File: src/hw/rtl/plst_pkg.sv
`default_nettype none
package plst_pkg;
	typedef enum logic [2:0] {
		CMD_ACQUIRE = 3'd0,
		CMD_RELEASE = 3'd1,
		CMD_LOOKUP  = 3'd2,
		CMD_LOAD    = 3'd3,
		CMD_EVICT   = 3'd4,
		CMD_UNLOAD  = 3'd5
	} cmd_t;

	localparam logic [2:0] ST_OK        = 3'd0;
	localparam logic [2:0] ST_NOT_FOUND = 3'd1;
	localparam logic [2:0] ST_BUSY      = 3'd2;
	localparam logic [2:0] ST_EXHAUSTED = 3'd3;
	localparam logic [2:0] ST_COUNT_ERR = 3'd4;

	localparam int FREED_W = 24;
	localparam logic [FREED_W-1:0] FREED_MAX = '1;

	// controller to datapath
	typedef struct packed {
		logic latch;      // capture the command word
		logic exec;       // run a single-slot command
		logic scan_clear; // start a new evict pass
		logic scan_step;  // examine one slot
		logic evict_best; // remove the pass winner
		logic finish_ev;  // write evict result
		logic emit;       // present result
	} ctrl_t;

	// datapath to controller
	typedef struct packed {
		logic is_evict;
		logic scan_last;
		logic have_best;
		logic need_more;
	} stat_t;
endpackage
`default_nettype wire

File: src/hw/rtl/plst_ctrl.sv
`default_nettype none
module plst_ctrl (
	input  wire logic           clk,
	input  wire logic           arst_n,
	input  wire logic           start,
	output logic                busy,
	output plst_pkg::ctrl_t     ctrl,
	input  wire plst_pkg::stat_t stat
);
	typedef enum logic [2:0] {S_IDLE, S_DECODE, S_SCAN, S_PICK, S_DONE} state_t;
	state_t state_q;

	always_comb begin
		ctrl = '0;
		ctrl.latch = start && !busy;
		unique case (state_q)
			S_IDLE: ;
			S_DECODE: begin
				if (stat.is_evict) begin
					ctrl.scan_clear = 1'b1;
					// nothing to free: result is written straight away
					if (!stat.need_more)
						ctrl.finish_ev = 1'b1;
				end else begin
					ctrl.exec = 1'b1;
					ctrl.emit = 1'b1;
				end
			end
			S_SCAN: ctrl.scan_step = 1'b1;
			S_PICK: begin
				if (stat.have_best && stat.need_more) begin
					ctrl.evict_best = 1'b1;
					ctrl.scan_clear = 1'b1;
				end else
					ctrl.finish_ev = 1'b1;
			end
			S_DONE: ctrl.emit = 1'b1;
			default: ;
		endcase
	end

	always_ff @(posedge clk or negedge arst_n) begin
		if (!arst_n) begin
			state_q <= S_IDLE;
			busy <= 1'b0;
		end else begin
			unique case (state_q)
				S_IDLE: if (start) begin
					state_q <= S_DECODE;
					busy <= 1'b1;
				end
				S_DECODE: begin
					if (stat.is_evict)
						state_q <= stat.need_more ? S_SCAN : S_DONE;
					else begin
						state_q <= S_IDLE;
						busy <= 1'b0;
					end
				end
				S_SCAN: if (stat.scan_last) state_q <= S_PICK;
				S_PICK: state_q <= (stat.have_best && stat.need_more) ? S_SCAN : S_DONE;
				S_DONE: begin
					state_q <= S_IDLE;
					busy <= 1'b0;
				end
				default: state_q <= S_IDLE;
			endcase
		end
	end

`ifndef ASSERT_OFF
	a_busy_idle: assert property (@(posedge clk) disable iff (!arst_n)
		(state_q == S_IDLE) |-> !busy) else $error("busy in idle");
	a_emit_once: assert property (@(posedge clk) disable iff (!arst_n)
		ctrl.emit |=> !ctrl.emit) else $error("double result");
	a_start_go: assert property (@(posedge clk) disable iff (!arst_n)
		(start && !busy) |=> busy) else $error("start lost");
`endif
endmodule
`default_nettype wire

File: src/hw/rtl/plst_dp.sv
`default_nettype none
module plst_dp #(
	parameter int SLOTS = 16,
	parameter int STAMP_BITS = 32
) (
	input  wire logic            clk,
	input  wire logic            arst_n,
	input  wire plst_pkg::ctrl_t ctrl,
	output plst_pkg::stat_t      stat,
	input  wire logic [2:0]      command,
	input  wire logic [3:0]      slot_id,
	input  wire logic [15:0]     new_version,
	input  wire logic [19:0]     size_mb,
	input  wire logic [23:0]     needed_mb,
	output logic                 strobe,
	output logic [2:0]           status,
	output logic                 found,
	output logic [15:0]          version_out,
	output logic [7:0]           ref_count_out,
	output logic [23:0]          freed_mb,
	output logic [4:0]           evicted_count
);
	localparam int IW = (SLOTS > 1) ? $clog2(SLOTS) : 1;

	logic [SLOTS-1:0]      valid_q;
	logic [7:0]            refs_q  [SLOTS];
	logic [STAMP_BITS-1:0] stamp_q [SLOTS];
	logic [19:0]           size_q  [SLOTS];
	logic [15:0]           ver_q   [SLOTS];
	logic [STAMP_BITS-1:0] tick_q;

	logic [2:0]  cmd_q;
	logic [3:0]  id_q;
	logic [15:0] nver_q;
	logic [19:0] nsize_q;
	logic [23:0] need_q;

	logic [IW-1:0]         scan_q;
	logic                  best_v_q;
	logic [IW-1:0]         best_q;
	logic [STAMP_BITS-1:0] best_st_q;
	logic [23:0]           freed_q;
	logic [4:0]            cnt_q;

	logic          inrange;
	logic [IW-1:0] s;
	logic          v;
	logic [24:0]   fsum;
	logic [STAMP_BITS-1:0] tick_nx;

	assign inrange = {28'd0, id_q} < 32'(SLOTS);
	assign s = inrange ? IW'(id_q) : '0;
	assign v = inrange && valid_q[s];
	assign tick_nx = tick_q + 1'b1;
	assign fsum = {5'd0, size_q[best_q]} + {1'b0, freed_q};

	assign stat.is_evict = (cmd_q == plst_pkg::CMD_EVICT);
	assign stat.scan_last = ({{(32-IW){1'b0}}, scan_q} == 32'(SLOTS - 1));
	assign stat.have_best = best_v_q;
	assign stat.need_more = freed_q < need_q;

	always_ff @(posedge clk) begin
		if (ctrl.latch) begin
			cmd_q <= command;
			id_q <= slot_id;
			nver_q <= new_version;
			nsize_q <= size_mb;
			need_q <= needed_mb;
			freed_q <= '0;
			cnt_q <= '0;
		end
		if (ctrl.scan_clear) begin
			scan_q <= '0;
			best_v_q <= 1'b0;
		end
		if (ctrl.scan_step) begin
			scan_q <= scan_q + 1'b1;
			if (valid_q[scan_q] && refs_q[scan_q] == 8'd0 &&
			    (!best_v_q || stamp_q[scan_q] < best_st_q)) begin
				best_v_q <= 1'b1;
				best_q <= scan_q;
				best_st_q <= stamp_q[scan_q];
			end
		end
		if (ctrl.evict_best) begin
			freed_q <= fsum[24] ? plst_pkg::FREED_MAX : fsum[23:0];
			cnt_q <= cnt_q + 1'b1;
		end
		if (ctrl.exec && cmd_q == plst_pkg::CMD_LOAD && inrange) begin
			if (!v || refs_q[s] == 8'd0) begin
				size_q[s] <= nsize_q;
				ver_q[s] <= nver_q;
			end
		end
	end

	always_ff @(posedge clk or negedge arst_n) begin
		if (!arst_n) begin
			valid_q <= '0;
			tick_q <= '0;
			for (int i = 0; i < SLOTS; i++) begin
				refs_q[i] <= '0;
				stamp_q[i] <= '0;
			end
		end else begin
			if (ctrl.evict_best)
				valid_q[best_q] <= 1'b0;
			if (ctrl.exec && inrange) begin
				unique case (cmd_q)
					plst_pkg::CMD_ACQUIRE: if (v) begin
						if (refs_q[s] != 8'hFF) refs_q[s] <= refs_q[s] + 1'b1;
						tick_q <= tick_nx;
						stamp_q[s] <= tick_nx;
					end
					plst_pkg::CMD_RELEASE:
						if (v && refs_q[s] != 8'd0) refs_q[s] <= refs_q[s] - 1'b1;
					plst_pkg::CMD_LOAD: begin
						if (!v) begin
							valid_q[s] <= 1'b1;
							refs_q[s] <= '0;
							stamp_q[s] <= '0;
						end else if (refs_q[s] == 8'd0) begin
							tick_q <= tick_nx;
							stamp_q[s] <= tick_nx;
						end
					end
					plst_pkg::CMD_UNLOAD: if (v) begin
						valid_q[s] <= 1'b0;
						refs_q[s] <= '0;
					end
					default: ;
				endcase
			end
		end
	end

	// result word
	always_ff @(posedge clk or negedge arst_n) begin
		if (!arst_n)
			strobe <= 1'b0;
		else
			strobe <= ctrl.emit;
	end

	always_ff @(posedge clk) begin
		if (ctrl.finish_ev) begin
			status <= stat.need_more ? plst_pkg::ST_EXHAUSTED : plst_pkg::ST_OK;
			found <= 1'b0;
			version_out <= '0;
			ref_count_out <= '0;
			freed_mb <= freed_q;
			evicted_count <= cnt_q;
		end else if (ctrl.exec) begin
			freed_mb <= '0;
			evicted_count <= '0;
			if (cmd_q > plst_pkg::CMD_UNLOAD) begin
				status <= plst_pkg::ST_OK;
				found <= 1'b0;
				version_out <= '0;
				ref_count_out <= '0;
			end else if (cmd_q == plst_pkg::CMD_LOAD && inrange && !v) begin
				status <= plst_pkg::ST_OK;
				found <= 1'b0;
				version_out <= nver_q;
				ref_count_out <= '0;
			end else if (!v) begin
				status <= plst_pkg::ST_NOT_FOUND;
				found <= 1'b0;
				version_out <= '0;
				ref_count_out <= '0;
			end else begin
				found <= 1'b1;
				unique case (cmd_q)
					plst_pkg::CMD_ACQUIRE: begin
						version_out <= ver_q[s];
						if (refs_q[s] == 8'hFF) begin
							status <= plst_pkg::ST_COUNT_ERR;
							ref_count_out <= refs_q[s];
						end else begin
							status <= plst_pkg::ST_OK;
							ref_count_out <= refs_q[s] + 1'b1;
						end
					end
					plst_pkg::CMD_RELEASE: begin
						version_out <= ver_q[s];
						if (refs_q[s] == 8'd0) begin
							status <= plst_pkg::ST_COUNT_ERR;
							ref_count_out <= refs_q[s];
						end else begin
							status <= plst_pkg::ST_OK;
							ref_count_out <= refs_q[s] - 1'b1;
						end
					end
					plst_pkg::CMD_LOAD: begin
						ref_count_out <= refs_q[s];
						if (refs_q[s] != 8'd0) begin
							status <= plst_pkg::ST_BUSY;
							version_out <= ver_q[s];
						end else begin
							status <= plst_pkg::ST_OK;
							version_out <= nver_q;
						end
					end
					plst_pkg::CMD_UNLOAD: begin
						status <= plst_pkg::ST_OK;
						version_out <= ver_q[s];
						ref_count_out <= '0;
					end
					default: begin
						status <= plst_pkg::ST_OK;
						version_out <= ver_q[s];
						ref_count_out <= refs_q[s];
					end
				endcase
			end
		end
	end

`ifndef ASSERT_OFF
	a_evict_valid: assert property (@(posedge clk) disable iff (!arst_n)
		ctrl.evict_best |-> (best_v_q && valid_q[best_q] && refs_q[best_q] == 8'd0))
		else $error("evicting unfit slot");
	a_evict_gone: assert property (@(posedge clk) disable iff (!arst_n)
		ctrl.evict_best |=> !valid_q[$past(best_q)]) else $error("slot not removed");
	a_cnt_bound: assert property (@(posedge clk) disable iff (!arst_n)
		ctrl.finish_ev |-> ({27'd0, cnt_q} <= 32'(SLOTS))) else $error("evict count overrun");
`endif
endmodule
`default_nettype wire

File: src/hw/rtl/pinned_lru_slot_table_top.sv
`default_nettype none
// Slot table with LRU eviction and reference-count pinning.
// Command channel: a word is taken on a rising edge with start high and
// busy low; busy stays high until the result shows.
// Result channel: strobe is high for exactly one cycle with status, found,
// version_out, ref_count_out, freed_mb and evicted_count; the receiver
// must take it then, it cannot hold the block off.
// Acquire, release, lookup, load and unload are run in the decode state
// and the registered result follows; the next word may be taken in the
// same cycle the result shows, so a new command waits for the last result.
// Evict runs a scan of one slot a cycle over all SLOTS entries, one pass
// per removed slot and a final pass that removes none.
// An evict that needs nothing freed skips the scan.
// The scan shares the single comparator that finds the oldest unpinned
// slot.
// Reset clears all valid bits, counts, stamps and the use tick; sizes and
// versions are written only by load.
module pinned_lru_slot_table_top #(
	parameter int SLOTS = 16,
	parameter int STAMP_BITS = 32
) (
	input  wire logic        clk,
	input  wire logic        arst_n,
	input  wire logic        start,
	output logic             busy,
	input  wire logic [2:0]  command,
	input  wire logic [3:0]  slot_id,
	input  wire logic [15:0] new_version,
	input  wire logic [19:0] size_mb,
	input  wire logic [23:0] needed_mb,
	output logic             strobe,
	output logic [2:0]       status,
	output logic             found,
	output logic [15:0]      version_out,
	output logic [7:0]       ref_count_out,
	output logic [23:0]      freed_mb,
	output logic [4:0]       evicted_count
);
	plst_pkg::ctrl_t ctrl;
	plst_pkg::stat_t stat;

	plst_ctrl u_ctrl (
		.clk(clk), .arst_n(arst_n), .start(start), .busy(busy),
		.ctrl(ctrl), .stat(stat)
	);

	plst_dp #(.SLOTS(SLOTS), .STAMP_BITS(STAMP_BITS)) u_dp (
		.clk(clk), .arst_n(arst_n), .ctrl(ctrl), .stat(stat),
		.command(command), .slot_id(slot_id), .new_version(new_version),
		.size_mb(size_mb), .needed_mb(needed_mb), .strobe(strobe),
		.status(status), .found(found), .version_out(version_out),
		.ref_count_out(ref_count_out), .freed_mb(freed_mb),
		.evicted_count(evicted_count)
	);
endmodule
`default_nettype wire
File: config.mk
export PLATFORM = sky130hd
export DESIGN_NAME = pinned_lru_slot_table_top
export DESIGN_NICKNAME = d
export VERILOG_FILES = /design/src/hw/rtl/plst_pkg.sv /design/src/hw/rtl/plst_ctrl.sv /design/src/hw/rtl/plst_dp.sv /design/src/hw/rtl/pinned_lru_slot_table_top.sv
export SDC_FILE = /design/constraint.sdc
export NUM_CORES = 2
export LEC_CHECK = 0
export BUFFER_PORTS_ARGS = -buffer_cell sky130_fd_sc_hd__buf_2
export CAP_MARGIN = 30
export CORE_UTILIZATION = 46
export CTS_BUF_LIST = sky130_fd_sc_hd__clkbuf_16
export DETAILED_ROUTE_END_ITERATION = 10
export PLACE_DENSITY_LB_ADDON = 0.08
export SYNTH_ARGS = -nofsm -noshare
export SYNTH_HDL_FRONTEND = slang
export SYNTH_SLANG_ARGS = --single-unit
File: constraint.sdc
create_clock -name clk -period 22.1 [get_ports clk]
set_input_delay 2.21 -clock clk [delete_from_list [all_inputs] [get_ports clk]]
set_output_delay 2.21 -clock clk [all_outputs]
set_load 0.005 [all_outputs]
Word level (Yosys, flattened, before mapping)
Memories as Yosys holds them, arrays and structs flattened. A register that Yosys moved wholly into a read port is not among the register bits.
Cells that the tools add are included.
{ "word_totals": {"register_bits": 887, "mem_bits_rw": 576, "input_bits": 70, "output_inout_bits": 59, "elab_cells": 245, "mem_count": 2} }
{ "mem_list": {"columns": ["memory", "words", "word_bits", "rd", "rd_ports_with_merged_regs", "wr", "line", "source"], "rows": [
  ["u_dp.size_q", 16, 20, 1, 1, 1, "plst_dp.sv:28", "logic [19:0] size_q [SLOTS];"],
  ["u_dp.ver_q", 16, 16, 1, 1, 1, "plst_dp.sv:29", "logic [15:0] ver_q [SLOTS];"]
]} }
{ "classes": {"n_addsub": 6, "n_lt_le_gt_ge": 11, "n_eq_ne": 22, "mux": 107, "bitwise_logic": 11, "n_reduce_logical": 32} }
{ "op_table": {"columns": ["cell", "n"], "rows": [
  ["$mux 512", 3],
  ["$pmux 512 s2", 1],
  ["$mux 128", 5],
  ["$and 512x512->512", 1],
  ["$bwmux 512", 1],
  ["$not 512->512", 1],
  ["$pmux 128 s4", 1],
  ["$bwmux 128", 2],
  ["$mux 32", 6],
  ["$mux 16", 9],
  ["$and 128x128->128", 1],
  ["$bmux 32 s4", 1],
  ["$demux 32 s4", 1],
  ["$not 128->128", 1],
  ["$mux 24", 5],
  ["$mux 8", 10],
  ["$bmux 8 s4", 2],
  ["$pmux 32 s2", 1],
  ["$mux 3", 12],
  ["$add 32x1->32 const B", 1],
  ["$and 16x16->16", 2],
  ["$demux 8 s4", 1],
  ["$lt 32x32->1", 1],
  ["$not 16->16", 2],
  ["48 further kinds", 118]
]} }

Longest topological paths before layout
{ "logic_depth": {"word_depth": 12, "depth_mapped": 16} }

Modules after synthesis
Synthesis repeated with hierarchy kept, for this count alone.
{ "unflattened": {"hier_cells": 3796, "area_unflattened_um2": 64329.2} }
{ "modules_own_cells": {"columns": ["module", "n_inst", "cells_per_inst", "area_per_inst_um2", "seq_area_each_um2"], "rows": [
  ["plst_dp", 1, 3768, 64045.2, 40263.6],
  ["plst_ctrl", 1, 28, 284.0, 100.1]
]} }

Least setup slack after synthesis
No wires, ideal clock.
{ "synth_timing": {"path_kind": "register to register", "start": "reg u_dp.scan_q[0]", "end": "reg u_dp.best_q[0], enable pin", "setup_ns": 0.533, "arrival_ns": 8.303, "slack_ns": 13.264, "stages_incl_launch_ff": 14, "n_path_buf": 4, "synth_period_minus_slack_ns": 8.836, "path_cell_list": "edfxtp_1 buf_1 clkbuf_1 buf_1 buf_1 mux4_2 mux4_2 ha_1 a21o_1 a21o_1 a2111oi_0 nor4_1 a211oi_1 nor4b_1"} }
{ "synth_between": {"elab_chain_len": 8} }
{ "synth_lines": {"columns": ["element", "line", "source"], "rows": [
  ["start: declaration", "plst_dp.sv:38", "logic [IW-1:0] scan_q;"],
  ["start signal: assignment", "plst_dp.sv:77", "scan_q <= scan_q + 1'b1;"],
  ["$not 4->5 (implied by the code)", "plst_dp.sv:78, plst_dp.sv:79", null],
  ["$bmux 32 s4 / $bmux 8 s4 (equally long branches)", "plst_dp.sv:79, plst_dp.sv:78", null],
  ["$mux 32 (implied by the code) / $mux 8 (equally long branches) (2 in series)", "plst_dp.sv:79, plst_dp.sv:78", null],
  ["$lt 32x32->1 / $logic_not 8->1 (equally long branches)", "plst_dp.sv:79, plst_dp.sv:78", null],
  ["$logic_or 1x1->1 / $logic_and 1x1->1 (equally long branches)", "plst_dp.sv:79, plst_dp.sv:78", null],
  ["$logic_and 1x1->1 (*)", "plst_dp.sv:78", "if (valid_q[scan_q] && refs_q[scan_q] == 8'd0 &&"],
  ["$reduce_and 2->1 (no line) (*)", null, null],
  ["end signal: assignment", "plst_dp.sv:81", "best_q <= scan_q;"],
  ["end: declaration", "plst_dp.sv:40", "logic [IW-1:0] best_q;"]
]} }
Every way passes the cells marked *; elsewhere a longest branch is shown, timed or not. The select of a mux whose other input is x is not followed.
A chain may end at the register's enable or synchronous reset.

==> metrics.log <==
INFO  metric synthesized_netlist_net_count = ~4,400
INFO  metric initial_antenna_violation_count = 8
INFO  metric cts.hold.buffers_added = 0
INFO  metric min_path_type = flip-flop to flip-flop
INFO  metric max_clock_skew = 0.02405 ns
INFO  metric tightestPinTransition = 1.048 ns
INFO  metric die-width = approximately 370 µm
INFO  metric data_required_critical_path = between 20 and 25 ns
INFO  metric die_y = about 370 µm
INFO  metric cp.buffers_inverters = 4
INFO  metric ys_async_sr_fraction = ~47%
INFO  metric synth_area_leader_cell = sky130_fd_sc_hd__edfxtp_1
INFO  metric place.port_buffers = between 100 and 150
INFO  metric grt.busiest_layer = met2
INFO  metric timing_max_transition_violations_final = 0
INFO  metric route.detailed.drc = 0
INFO  metric multiInputGateArea = approximately 0.022 mm²
INFO  metric critical-path-slowest-cell = sky130_fd_sc_hd__buf_4
INFO  metric crit_path_max_incr_delay = approximately 0.70 ns
INFO  metric fill_cells = 11,420
INFO  metric max_cap_violations = 0
INFO  metric place.gp.congestion = around 0.85
INFO  metric routed_wirelength = approximately 170,000 µm
INFO  metric worst_setup_path_start_kind = flip-flop
INFO  metric final_nets = roughly 4,600
INFO  metric max_clock_freq = 146.6 MHz
INFO  metric layout.cells.most_common_list = sky130_fd_sc_hd__edfxtp_1, sky130_fd_sc_hd__dfrtp_1, sky130_fd_sc_hd__nand2_1
INFO  metric rsz0062_at_grt = no
INFO  metric gr_ovfl_total = 0
INFO  metric clk_pin_slew_worst_paths = 0.06 ns
INFO  metric cts_max_path_buffers = 3
INFO  metric yosys.cell_types.count = between 80 and 90
INFO  metric ys_ff_latch = 1,471
INFO  metric crit_chain = buf_4 -> buf_4 -> buf_4 -> mux4_2 -> mux4_2 -> ha_1 -> a21o_1 -> a21o_1 -> a2111oi_0 -> nor4_1 -> a211oi_1 -> or4bb_1 -> a211oi_1 -> buf_4 -> mux2_2
INFO  metric final.setup.tns = 0 ns
INFO  metric post_synth_edffs = 744
INFO  metric peakVddDrop = approximately 65 µV
INFO  metric groute.layer.met3.usage = 3.517%
INFO  metric power_density = ~93 mW/mm²
INFO  metric clk_latency_worst_skew_pair = 0.80 ns
INFO  metric numCtsBuffers = about 160
INFO  metric final_layout_size_suffix_gt1_share = approximately a quarter
INFO  metric critPathKind = flip-flop to flip-flop
INFO  metric syn_area = approximately 0.063 mm²
INFO  metric die_area = between 0.1 and 0.15 mm²
INFO  metric worstSetupEndpointType = flip-flop
INFO  metric grt_pass1_vias = between 30,000 and 40,000
INFO  metric routed_via_density = just under 6
INFO  metric detail_route.wl_per_cell = between 20 and 30 µm
INFO  metric run_status = complete, no violations
INFO  metric global_route.usage.met2 = 42.71%
INFO  metric number_of_placed_i_o_pins = 129
INFO  metric netlist_instances = roughly 4,300
INFO  metric cts_tree = yes
INFO  metric placement_rows = 135
INFO  metric synth.yosys.seq_area_share = approximately 64%
INFO  metric timing.critical_path.arrival = between 7 and 8 ns
INFO  metric detailed_place_hpwl = around 100,000 µm
INFO  metric synth.area.top_cells = sky130_fd_sc_hd__edfxtp_1, sky130_fd_sc_hd__dfrtp_1, sky130_fd_sc_hd__mux4_2
INFO  metric cpMostUsedCell = sky130_fd_sc_hd__buf_4
INFO  metric final.min_clock_period = a little under 7 ns
INFO  metric synthesis.area_per_instance = about 15 µm²
INFO  metric cts_sinks = 1,471
INFO  metric post_cts.repair.setup_buffers = 0
INFO  metric detailroute.via_count = approximately 38,000
INFO  metric finalHoldWorstSlack = around 0.45 ns
INFO  metric drt_iter0_drc = ~3,500
INFO  metric number_of_h_tree_levels = 4
INFO  metric regArea = 0.04038 mm²
INFO  metric flow.area_growth_from_synthesis = 13.03%
INFO  metric hold_viol_final = 0
INFO  metric grt_start_max_net_pins = 110
INFO  metric max_slew_headroom = roughly 30%
INFO  metric layout_worst_path_cycle_share = a little under a third
INFO  metric cts-resized-gates = 0
INFO  metric layout_commonest_cell = sky130_fd_sc_hd__edfxtp_1
INFO  metric top_fanout_value_on_the_critical_path = 45
INFO  metric leakage = roughly 28 nW
INFO  metric timing.final.setup_violations = 0
INFO  metric synth_top_area_share = 35.42%
INFO  metric core_region_area = about 0.14 mm²
INFO  metric drt-pass1-iter-count = 5
INFO  metric antenna_left = 0
INFO  metric initial_core_util = a little under half
INFO  metric use_met1 = a little over a third
INFO  metric synth.yosys.warnings = 0
INFO  metric yosys_most_used_dff = sky130_fd_sc_hd__edfxtp_1
INFO  metric global_route.usage.total = between 20 and 30%
INFO  metric first_pass_grt_wire_length = roughly 260,000 µm
INFO  metric buffer_type_at_the_clock_tree_root = sky130_fd_sc_hd__clkbuf_16
INFO  metric cp_top_family = buffers and inverters
==> state kept, by name (all words and copies together), names as in the netlist, 20 cells and up, named ones only <==
name / flops
u_dp.stamp_q: 512
u_dp.size_q: 320
u_dp.ver_q: 256
u_dp.best_st_q: 32
u_dp.tick_q: 32
u_dp.freed_mb: 24
u_dp.freed_q: 24
u_dp.need_q: 24
u_dp.nsize_q: 20
==> cell families after synthesis <==
group / Yosys count / synth area share [%]
flops: 1471 / 63.99
simple gates: 963 / 7.107
compound gates: 799 / 7.827
mux: 532 / 16.22
buf+inv: 334 / 2.106
xor+xnor: 82 / 1.139
fa+ha+maj: 81 / 1.619
==> Yosys cell counts, types with 22 or more instances <==
master and instances:
sky130_fd_sc_hd__a21o_1 25, sky130_fd_sc_hd__a21oi_1 64, sky130_fd_sc_hd__a22o_1 78, sky130_fd_sc_hd__and2_1 34, sky130_fd_sc_hd__buf_1 35, sky130_fd_sc_hd__clkbuf_1 210, sky130_fd_sc_hd__dfrtp_1 693, sky130_fd_sc_hd__dfxtp_1 34
sky130_fd_sc_hd__edfxtp_1 744, sky130_fd_sc_hd__ha_1 80, sky130_fd_sc_hd__inv_1 65, sky130_fd_sc_hd__mux2_2 122, sky130_fd_sc_hd__mux4_2 378, sky130_fd_sc_hd__nand2_1 561, sky130_fd_sc_hd__nand3_1 41, sky130_fd_sc_hd__nand4_1 22
sky130_fd_sc_hd__nor2_1 111, sky130_fd_sc_hd__nor2b_1 31, sky130_fd_sc_hd__nor3_1 23, sky130_fd_sc_hd__nor4_1 47, sky130_fd_sc_hd__o21ai_0 430, sky130_fd_sc_hd__o21ai_1 35, sky130_fd_sc_hd__o31ai_1 37, sky130_fd_sc_hd__xnor2_1 43
sky130_fd_sc_hd__xor2_1 39
==> tightest hold or removal path, stage by stage, from the launching register on <==
cell and delay, ns:
sky130_fd_sc_hd__dfxtp_1 0.31, sky130_fd_sc_hd__nand2_1 0.05, sky130_fd_sc_hd__nand2_1 0.04
==> report_power, final <==
part | internal (mW) | switching (mW)
Sequential | 3.05 | 0.140
Clock | 1.43 | 1.11
Combinational | 0.353 | 0.518
Total | 4.83 | 1.77
==> cell type report <==
class                   instances  area share (%)
diodes                          1        0.003510
clock buffers                 166           5.826
clock inverters               124           1.104
inverters                      66          0.3475
multi-input cells            2457           30.51
flip-flops and latches       1471           56.63
well taps                    1781           3.125
repair buffers                251           2.452
==> routing by layer <==
layer | routed length [µm] | part of all wire (%)
met4 | 5447 | 3.1
met5 | 27 | 0.015
met3 | 8056 | 4.6
met1 | 74260 | 42
met2 | 87030 | 50
==> final timing paths <==
check	startpoint	to	slack (ns)	cells past startpoint
setup / recovery	u_dp.scan_q[1]	flip-flop	15.28	15
hold / removal	u_dp.found	u_dp.found	0.45	2
setup reg to reg	u_dp.scan_q[1]	flip-flop	15.28	15
hold reg to reg	u_dp.found	u_dp.found	0.45	2
max in group asynchronous	arst_n	u_dp.stamp_q[108]	16.68	5
min in group asynchronous	arst_n	async pin	1.45	1
==> metrics by stage <==
| stage | std cells | setup slack (ns) | area [µm²] | power (mW) | utilization, % |
|---|---|---|---|---|---|
| floorplan | 4262 | 13.26 | 63080 | 3.750 | - |
| CTS | 6313 | 15.28 | 71210 | 6.665 | 52.44 |
| global placement | 5998 | 15.36 | 65980 | 4.107 | 48.59 |
| detailed placement | 6023 | 15.33 | 66270 | 4.120 | 48.80 |
| global route | 6316 | 14.93 | 71290 | 6.837 | 52.50 |
| finish | 6317 | 15.28 | 71300 | 6.605 | 52.50 |
(Power assumes the default switching activity.)
